--- src/design/ccea_pkg.sv ---
// Package for the calorimeter cell energy accumulator.
// Types, sizes and codes shared by the front end, queue and back end.
`default_nettype none
package ccea_pkg;
   localparam int BarrelSegments = 16;
   localparam int BarrelModules  = 64;
   localparam int IonSide        = 16;
   localparam int ElectronSide   = 16;
   localparam int BarrelCells    = BarrelSegments * BarrelModules;
   localparam int IonCells       = IonSide * IonSide;
   localparam int ElectronCells  = ElectronSide * ElectronSide;
   localparam int AllCells       = BarrelCells + IonCells + ElectronCells;
   localparam int AddrW          = $clog2(AllCells);
   localparam int PosW           = $clog2(AllCells + 1);

   localparam logic [1:0] ACT_DEPOSIT = 2'd0;
   localparam logic [1:0] ACT_SUMMARY = 2'd1;
   localparam logic [1:0] ACT_FETCH   = 2'd2;

   localparam logic [1:0] KIND_SUMMARY = 2'd0;
   localparam logic [1:0] KIND_CELL    = 2'd1;
   localparam logic [1:0] KIND_DONE    = 2'd2;

   localparam logic [1:0] CSR_SHASHLIK_GAIN = 2'd0;
   localparam logic [1:0] CSR_ELECTRON_GAIN = 2'd1;
   localparam logic [1:0] CSR_LAYER_LIMIT   = 2'd2;

   // classified command from front to back
   typedef struct packed {
      logic [1:0]       op;       // ACT_* code
      logic             cell_ok;  // deposit hits a cell
      logic [1:0]       region;
      logic [AddrW-1:0] addr;     // flat cell address
      logic [23:0]      energy;
   } cmd_type;

   typedef struct packed {
      logic [1:0]  kind;
      logic [1:0]  region;
      logic [3:0]  segment;
      logic [5:0]  module_idx;
      logic [31:0] energy;
      logic [10:0] block_count;
      logic [10:0] barrel_count;
      logic [8:0]  ion_count;
      logic [8:0]  electron_count;
      logic [39:0] total;
   } rsp_type;

   typedef enum logic [2:0] {
      ST_IDLE, ST_SCAN_RD, ST_SCAN_CHK, ST_MUL, ST_OUT
   } back_state_type;
endpackage
`default_nettype wire

--- src/design/ccea_front.sv ---
// Front end: takes request words, checks limits, builds flat cell addresses.
// Depends on ccea_pkg.
`default_nettype none
module ccea_front import ccea_pkg::*; (
   input  wire logic        clock,
   input  wire logic        reset,
   input  wire logic        in_valid,
   output logic             in_ready,
   input  wire logic [1:0]  action,
   input  wire logic [1:0]  region,
   input  wire logic [3:0]  segment,
   input  wire logic [5:0]  module_idx,
   input  wire logic [7:0]  layer,
   input  wire logic [23:0] energy,
   input  wire logic [7:0]  layer_limit,
   output logic             cmd_valid,
   input  wire logic        cmd_ready,
   output cmd_type          cmd
);
   logic    valid_ff, valid_in;
   cmd_type cmd_ff, cmd_in;
   logic    below;

   assign in_ready  = !valid_ff || cmd_ready;
   assign cmd_valid = valid_ff;
   assign cmd       = cmd_ff;
   assign below     = layer < layer_limit;

   // classify one word
   always_comb begin
      cmd_in         = '0;
      cmd_in.op      = action;
      cmd_in.region  = region;
      cmd_in.energy  = energy;
      case (region)
         2'd0: begin
            cmd_in.cell_ok = below && (32'(segment) < BarrelSegments)
                             && (32'(module_idx) < BarrelModules);
            cmd_in.addr = AddrW'(32'(segment) * BarrelModules + 32'(module_idx));
         end
         2'd1: begin
            cmd_in.cell_ok = below && (32'(segment) < IonSide)
                             && (32'(module_idx) < IonSide);
            cmd_in.addr = AddrW'(BarrelCells + 32'(segment) * IonSide
                                 + 32'(module_idx));
         end
         2'd2: begin
            cmd_in.cell_ok = (32'(segment) < ElectronSide)
                             && (32'(module_idx) < ElectronSide);
            cmd_in.addr = AddrW'(BarrelCells + IonCells
                                 + 32'(segment) * ElectronSide + 32'(module_idx));
         end
         default: cmd_in.cell_ok = 1'b0;
      endcase
   end

   // action 3 is dropped here
   always_comb begin
      valid_in = valid_ff && !cmd_ready;
      if (in_valid && in_ready && action != 2'd3) valid_in = 1'b1;
   end

   always_ff @(posedge clock) begin
      if (reset) valid_ff <= 1'b0;
      else       valid_ff <= valid_in;
      if (in_valid && in_ready) cmd_ff <= cmd_in;
   end
endmodule
`default_nettype wire

--- config.mk ---
export PLATFORM = sky130hd
export DESIGN_NAME = ccea_front
export DESIGN_NICKNAME = d
export VERILOG_FILES = /design/src/design/ccea_pkg.sv /design/src/design/ccea_front.sv
export SDC_FILE = /design/constraint.sdc
export NUM_CORES = 1
export LEC_CHECK = 0
export ABC_AREA = 0
export ABC_CLOCK_PERIOD_IN_PS = 1600
export BUFFER_PORTS_ARGS = -buffer_cell sky130_fd_sc_hd__buf_2
export CAP_MARGIN = 15
export CORE_AREA = 2 2 70 72
export DETAILED_ROUTE_END_ITERATION = 8
export DIE_AREA = 0 0 72 74
export PLACE_DENSITY = 0.74
export SLEW_MARGIN = 20
export SYNTH_ARGS = -nofsm -noshare
export SYNTH_HDL_FRONTEND = slang
export SYNTH_SLANG_ARGS = --single-unit
export TNS_END_PERCENT = 100
--- constraint.sdc ---
create_clock -name clock -period 1.6 [get_ports clock]
set_input_delay 0.16 -clock clock [delete_from_list [all_inputs] [get_ports clock]]
set_output_delay 0.16 -clock clock [all_outputs]
set_load 0.005 [all_outputs]
==> impl_results.md <==
* Kind of critical path: input port to register
* Outcome: finished, final reports clean
* First DRT Iteration DRCs at 47
* Cell taking the most area after synthesis: edfxtp_1
* Most frequent cells in the layout: buf_2 (99), edfxtp_1 (40), ha_1 (13)
* CP endpoint kind: register
* Longest Clk Path Bufs at 2
* Post-Syn Area at 1744 um2
* DR WL/cell at 12.88 um
* FMAX at 0.8098 GHz
* Crit start category: input port
* Post-CTS sizing at 0
* I/O Pins at 100
* DP Wirelength at 2891 um
* Total grt overflow at 0
* Residual DRC count at 0
* Vias per std cell at 4.625
* Vias in the first global route at 1131
* PnR Total Power at 2227 uW
* Post-CTS Hold Fix Bufs at 0
* PortBufs at 99
* Mapped Cells at 112
* Inst Count DP at 267
* Net count, final at 292
* Clk_skew at 3.792 ps
* Worst Path Required at 1650 ps
* Finished Layout Cells at 275
* Worst Tran Pin Value at 320.9 ps
* Hold Fails Final Rpt at 0
* Die footprint at 5328 um2
* Routed via count at 1272
* Post-CTS Setup Bufs at 0
* TritonRoute pass-1 iters at 4
* Worst Hold Path Cells at 2
* Layout cell share with drive strength beyond 1 at 0.5339
* FF-to-FF path depth at 3
* All-Layer GR Usage at 0.1328
* Min-delay worst type: input port to register
* Antenna violations before repair at 0
* DIE HEIGHT at 74 um
* Row count at 25
* RSZ-0062 raised after global routing: no
* Die X at 72 um
* CP max FO at 4
* Unique masters post-synth at 27
* Max Slew Vio Count at 0
* Fill count at 406
* Syn nets at 184
* Setup violators final at 0
* Syn Area/Cell at 15.57 um2
* Fin crit period at 1235 ps
* Post-DRT Antenna Nets at 0
* Num Clock Sinks at 41
* CTS tree: built
* Post-synth top area share at 0.6887
* Max IR drop VDD at 0.3645 mV
* Final worst path period share at 0.7718
* Gp weighted congestion at 0.8244
* Synthesized flop and latch total at 41
* Area Overhead vs Synth at 38.16%
* H-Tree Depth at 2
* Sequential fraction of the synthesis area at 0.7001
* First-pass GRT wire length at 5147 um
* Clock Pin Slew Worst Setup and Hold Paths at 80 ps
* Pwr dens at 924.0 nW/um2
* CP arrival at 1290 ps
* Routed WL at 3541 um
* Slew HR at 0.7861
* Yosys Warn Count at 0
* Leakage Power at 0.001109 uW
* Setup TNS at 0 ps
* Initial Utilization at 0.3793
* N_diodes at 0
* Clock latency on the worst-skew pair at 290 ps
* Root buffer cell: clkbuf_8
* Most common cell after layout, fill and taps aside: buf_2
* Max Cap Violations at 0
* Num CTS Buffers at 5
* Top cells by area, synth: edfxtp_1 (69%), ha_1 (9.3%), inv_1 (1.9%)
* Largest net degree at the start of global routing at 27
* Core Region at 4598 um2
==> through the flow <==
step / hold slack (ps) / setup slack (ps) / cell area, um2 / util
final: 17.35 / 365.1 / 2410 / 0.5241
after global routing: 0.6048 / 295.6 / 2410 / 0.5241
after CTS: 1.871 / 360.0 / 2410 / 0.5241
after detailed placement: 319.3 / 50.34 / 2323 / 0.5053
after global placement: 319.3 / 79.36 / 2323 / 0.5053
after floorplan: 229.1 / 208.4 / 1745 / -
==> synth_stat cells <==
library cell and number:
nand3b_1 1, o21a_1 1, nor3_1 3, and2_1 5
a21oi_1 6, ha_1 13, edfxtp_1 40, a31oi_1 1
a22oi_1 3, nand2b_1 2, o311ai_1 1, xor2_1 1
inv_1 9, nor2b_1 1, nand2b_2 1, buf_6 1
clkbuf_1 1, or2_2 1, fa_1 1, o2111ai_2 2
or3b_2 1, dfxtp_1 1, or4b_4 1, nand2_1 5
nor2_1 7, a211oi_1 2, o211ai_1 1
==> report_power, final <==
| part | internal, uW | switching [uW] |
|---|---|---|
| logic | 155 | 148 |
| registers | 1260 | 16.6 |
| clock network | 301 | 343 |
| total | 1720 | 508 |
==> routing by layer <==
metal	vias to the layer above	GRT usage	wire length [um]
li1	631	-	-
met1	558	0.1605	1485
met2	77	0.2109	1593
met3	6	0.05149	399
met4	0	0.06289	63
met5	-	0	0
==> area by class of cell <==
cell class,instances,area (um2),area share
Sequential cell,41,1221,0.5067
Timing Repair Buffer,103,525.5,0.2181
Multi-Input combinational cell,60,475.5,0.1973
Clock buffer,5,68.82,0.02856
Tap cell,54,67.56,0.02804
Inverter,9,33.78,0.01402
Clock inverter,3,17.52,0.007269
==> flip-flops by register name, indices dropped and copies added, names as in the netlist <==
| name | flops |
|---|---|
| cmd | 40 |
| cmd_valid | 1 |
==> cell families after synthesis <==
family / Yosys count / synth area share
AOI/OAI and AO/OA: 17 / 0.07318
buffers and inverters: 11 / 0.02797
DFF: 41 / 0.7001
and+or+nand+nor: 28 / 0.08896
xor gates and xnor gates: 1 / 0.005022
adders and majority gates: 14 / 0.1047
==> worst paths after layout <==
kind | from | to | slack [ps]
max | module_idx[4] | cmd[30]$_DFFE_PP_ | 370
min | reset | cmd_valid$_SDFF_PP0_ | 20
max reg2reg | cmd_valid$_SDFF_PP0_ | cmd[18]$_DFFE_PP_ | 380
min reg2reg | cmd_valid$_SDFF_PP0_ | cmd_valid$_SDFF_PP0_ | 520
==> worst max-delay path, cell delays in order <==
cell and delay (ps):
buf_2 120, ha_1 210, fa_1 410, xor2_1 170, a22oi_1 160, nor2_1 50
Power figures use the tool's default switching activity.
