### src/design/ccea_pkg.sv
// Package for the calorimeter cell energy accumulator.
// Types, sizes and codes shared by the front end, queue and back end.
`default_nettype none
package ccea_pkg;
   localparam int BarrelSegments = 16;
   localparam int BarrelModules  = 64;
   localparam int IonSide        = 16;
   localparam int ElectronSide   = 16;
   localparam int BarrelCells    = BarrelSegments * BarrelModules;
   localparam int IonCells       = IonSide * IonSide;
   localparam int ElectronCells  = ElectronSide * ElectronSide;
   localparam int AllCells       = BarrelCells + IonCells + ElectronCells;
   localparam int AddrW          = $clog2(AllCells);
   localparam int PosW           = $clog2(AllCells + 1);

   localparam logic [1:0] ACT_DEPOSIT = 2'd0;
   localparam logic [1:0] ACT_SUMMARY = 2'd1;
   localparam logic [1:0] ACT_FETCH   = 2'd2;

   localparam logic [1:0] KIND_SUMMARY = 2'd0;
   localparam logic [1:0] KIND_CELL    = 2'd1;
   localparam logic [1:0] KIND_DONE    = 2'd2;

   localparam logic [1:0] CSR_SHASHLIK_GAIN = 2'd0;
   localparam logic [1:0] CSR_ELECTRON_GAIN = 2'd1;
   localparam logic [1:0] CSR_LAYER_LIMIT   = 2'd2;

   // classified command from front to back
   typedef struct packed {
      logic [1:0]       op;       // ACT_* code
      logic             cell_ok;  // deposit hits a cell
      logic [1:0]       region;
      logic [AddrW-1:0] addr;     // flat cell address
      logic [23:0]      energy;
   } cmd_type;

   typedef struct packed {
      logic [1:0]  kind;
      logic [1:0]  region;
      logic [3:0]  segment;
      logic [5:0]  module_idx;
      logic [31:0] energy;
      logic [10:0] block_count;
      logic [10:0] barrel_count;
      logic [8:0]  ion_count;
      logic [8:0]  electron_count;
      logic [39:0] total;
   } rsp_type;

   typedef enum logic [2:0] {
      ST_IDLE, ST_SCAN_RD, ST_SCAN_CHK, ST_MUL, ST_OUT
   } back_state_type;
endpackage
`default_nettype wire

### src/design/ccea_queue.sv
// Four-entry command queue between front and back end.
// Depends on ccea_pkg.
`default_nettype none
module ccea_queue import ccea_pkg::*; (
   input  wire logic    clock,
   input  wire logic    reset,
   input  wire logic    wr_valid,
   output logic         wr_ready,
   input  wire cmd_type wr_data,
   output logic         rd_valid,
   input  wire logic    rd_ready,
   output cmd_type      rd_data
);
   cmd_type    mem [4];
   logic [1:0] wp_ff, wp_in, rp_ff, rp_in;
   logic [2:0] cnt_ff, cnt_in;
   logic       push, pop;

   assign wr_ready = cnt_ff != 3'd4;
   assign rd_valid = cnt_ff != 3'd0;
   assign rd_data  = mem[rp_ff];
   assign push     = wr_valid && wr_ready;
   assign pop      = rd_valid && rd_ready;

   always_comb begin
      wp_in  = push ? wp_ff + 2'd1 : wp_ff;
      rp_in  = pop ? rp_ff + 2'd1 : rp_ff;
      cnt_in = cnt_ff + {2'd0, push} - {2'd0, pop};
   end

   always_ff @(posedge clock) begin
      if (reset) begin
         wp_ff <= '0; rp_ff <= '0; cnt_ff <= '0;
      end else begin
         wp_ff <= wp_in; rp_ff <= rp_in; cnt_ff <= cnt_in;
      end
      if (push) mem[wp_ff] <= wr_data;
   end
endmodule
`default_nettype wire

### config.mk
export PLATFORM = sky130hd
export DESIGN_NAME = ccea_queue
export DESIGN_NICKNAME = d
export VERILOG_FILES = /design/src/design/ccea_pkg.sv /design/src/design/ccea_queue.sv
export SDC_FILE = /design/constraint.sdc
export NUM_CORES = 1
export LEC_CHECK = 0
export BUFFER_PORTS_ARGS = -buffer_cell sky130_fd_sc_hd__buf_4
export CAP_MARGIN = 0
export CORE_ASPECT_RATIO = 0.8
export CORE_MARGIN = 2
export CORE_UTILIZATION = 51
export CTS_CLUSTER_SIZE = 24
export DETAILED_ROUTE_END_ITERATION = 8
export GPL_TIMING_DRIVEN = 0
export HOLD_SLACK_MARGIN = 0.02
export PLACE_DENSITY = 0.75
export SETUP_SLACK_MARGIN = 0.05
export SLEW_MARGIN = 20
export SYNTH_ARGS = -nofsm -noshare
export SYNTH_HDL_FRONTEND = slang
export SYNTH_SLANG_ARGS = --single-unit
### constraint.sdc
create_clock -name clock -period 2.15 [get_ports clock]
set_clock_uncertainty 0.1 [all_clocks]
set_input_delay 0.1075 -clock clock [delete_from_list [all_inputs] [get_ports clock]]
set_output_delay 0.1075 -clock clock [all_outputs]
set_load 0.02 [all_outputs]
==> flow_summary.json <==
{
  "n_antenna_cell": 0,
  "rows": 36,
  "drive_gt1_share_pct": 41.29,
  "synth.distinct_cells": 24,
  "synthArstFlopShare_pct": 0,
  "cp.arrival_ns": 2.32,
  "power.density_nw_per_um2": 1216,
  "required_ns": 2.33,
  "detail_route.iter0.violations": 253,
  "synth_top_area_share_pct": 76.43,
  "synth_xor_area_share_pct": 0.4180,
  "dpl_worst_slack_ns": -0.1888,
  "rsz0062_at_grt": "true",
  "power.leakage_nw": 2.817,
  "dieArea_sq_um": 13240,
  "worst_slack_ns": 0.01610,
  "synthSimpleGateAreaFrac_pct": 1.513,
  "overflow": 0,
  "synth_ff_type": "edfxtp_1",
  "dieWidth_um": 128.1,
  "min_delay_path_depth": 4,
  "path_clk_slew_ns": 0.06,
  "ff2ff_setup_slack_ns": 0.02,
  "antenna_found_initial": 0,
  "synthesis.instances": 258,
  "hold_path_startpoint": "rd_ready",
  "drc": 0,
  "cts_tree": "yes",
  "drt_first_pass_iters": 4,
  "clk_latency_ns": 0.41,
  "synthTopCellsByCount": "edfxtp_1 (160), mux4_2 (40), dfxtp_1 (9)",
  "synth_seq_cells": 169,
  "cts_max_path_buffers": 2,
  "multi_input_area_sq_um": 1187,
  "gp_congestion": 0.6978,
  "drv_slew": 0,
  "slew_headroom_pct": 57.96,
  "die_y_um": 103.3,
  "coreArea_sq_um": 12120,
  "worstSetupPathType": "reg2reg",
  "syn_area_per_cell_sq_um": 24.36,
  "via_per_inst": 5.280,
  "area_growth_syn_to_layout_pct": 29.16,
  "htree_num_levels": 4,
  "synth_edf_count": 160,
  "yosysMostFrequentCell": "edfxtp_1",
  "wl_per_cell_um": 19.20,
  "setup_viol": 0,
  "grt_pass1_wl_mm": 16.62,
  "cts-root-buf": "clkbuf_16",
  "antenna_left": 0,
  "nets": 457,
  "clock.fmax_ghz": 0.4686,
  "worst-r2r-cell-count": 9,
  "finalHoldViolCount": 0,
  "min_period_over_period_pct": 99.25,
  "worst-path-max-fanout": 7,
  "top_layer": "met4",
  "cts_buffers": 17,
  "start_util_pct": 51.88,
  "hold_class": "in2reg",
  "synth-compound-area-share_pct": 0.4578,
  "ir_drop_v": 0.0007038,
  "outcome": "complete, no violations",
  "timing.critical_path.to_type": "register",
  "worst_hold_path.endpoint": "rp_ff[1]",
  "synth_top_cell_by_area": "edfxtp_1",
  "track_usage_pct": 17.58,
  "grt_max_degree": 41,
  "ys_seq_area_share_pct": 79.30,
  "synth_fa_ha_area_share_pct": 1.513,
  "post-dp-hpwl_mm": 6.238,
  "register_area_sq_um": 4990,
  "tightest_slew_ns": 0.6307,
  "clock-sinks": 169,
  "wl_met2_mm": 5.500,
  "yosysWarningCount": 0,
  "wirelength_met1_mm": 4.813,
  "postSynthNetCount": 309,
  "port-buffer-count": 84,
  "yosys-top-cells-area": "edfxtp_1 (76%), mux4_2 (14%), dfxtp_1 (2.9%)",
  "vias": 3015,
  "r2r_start": "cnt_ff[1]",
  "synth_top_family_by_area": "multiplexers",
  "first_global_vias": 3185,
  "muxShareOfSynthArea_pct": 14.67,
  "ios": 86,
  "cap_violations": 0,
  "routed_wl_mm": 10.96,
  "r2r_end": "cnt_ff[2]",
  "finalPower_mw": 9.876,
  "cp-start-kind": "register",
  "period_minus_slack_ns": 2.134,
  "wl_met3_um": 490,
  "synthesis.area_sq_um": 6286,
  "nFillCells": 803
}
layout make-up:
cell class | count | area share [%]
tap | 152 | 2.342
clock buffer | 22 | 5.471
timing repair buffer | 129 | 13.19
inverter | 5 | 0.2312
clock inverter | 10 | 1.264
multi-input combinational | 74 | 14.62
sequential | 169 | 61.46
buffer | 10 | 1.418
layout by cell type, fill, tap and decap left out, types with 2 or more instances in the layout:
cell type / instances
nand2b_1: 2
buf_2: 4
buf_4: 88
inv_1: 5
clkbuf_16: 17
bufinv_16: 2
dfxtp_1: 7
xor2_1: 2
clkinv_2: 4
and2_4: 4
ha_1: 6
buf_12: 4
dlygate4sd3_1: 41
clkbuf_1: 6
clkinv_1: 2
edfxtp_1: 160
clkinvlp_4: 2
nor2_1: 7
mux4_2: 40
worst max-delay path by stage:
| stage | from | slack, ns | cells after the start | end |
|---|---|---|---|---|
| after floorplan | cnt_ff[1] | 0.05 | 11 | cnt_ff[2] |
| after global placement | cnt_ff[1] | -0.10 | 11 | cnt_ff[2] |
| after detailed placement | cnt_ff[1] | -0.19 | 11 | cnt_ff[2] |
| after CTS | cnt_ff[1] | -0.06 | 4 | mem[2][1] |
| after global routing | cnt_ff[1] | -0.13 | 9 | cnt_ff[2] |
| final | cnt_ff[1] | 0.02 | 9 | cnt_ff[2] |
where the power goes:
| part | total, mW | switching (mW) | internal [mW] |
|---|---|---|---|
| sequential | 4.19 | 0.134 | 4.05 |
| clock | 2.84 | 1.14 | 1.69 |
| combinational | 2.85 | 1.44 | 1.41 |
| total | 9.88 | 2.72 | 7.16 |
metal layers:
metal / vias up / track usage, %
li1: 1369 / -
met1: 1542 / 22.64
met2: 88 / 28.79
met3: 16 / 4.990
met4: 0 / 7.439
met5: - / 0
worst max-delay path, stage by stage (launching register included):
cell and delay, ns:
dfxtp_4 0.36, o31a_1 0.32, ha_1 0.28, inv_1 0.06, ha_1 0.14, inv_1 0.05
fa_2 0.34, xor2_1 0.16, and2_1 0.16, nor3_2 0.04
repair_timing:
item                                    in CTS  in global routing
buffers inserted                             2                  2
gates resized for setup                      1                  1
hold buffers                                41                  0
endpoints found under the setup margin     162                  2
pin swaps                                    2                  3
hold endpoints to repair                   164                  0
stage by stage:
stage	utilization [%]	instances	instance area (sq um)	hold WS (ns)	TNS, ns
final	67.01	571	8119	0.1095	0
after global routing	67.01	571	8119	0.1163	-0.1311
after CTS	66.80	569	8094	0.03279	-8.100
after floorplan	-	258	6299	0.1064	0
after global placement	58.76	494	7119	0.2065	-14.17
after detailed placement	58.76	494	7119	0.2104	-19.75
sequential cells by signal (all words and copies together) (netlist names), named ones only:
signal and flops:
mem 160, cnt_ff 3, rp_ff 2, wp_ff 2
kinds of logic after synthesis:
group           after synthesis
flops                       169
mux                          42
simple gates                 19
buf+inv                      15
fa+ha+maj                     7
compound gates                3
xor+xnor                      3
(Power assumes the default switching activity.)
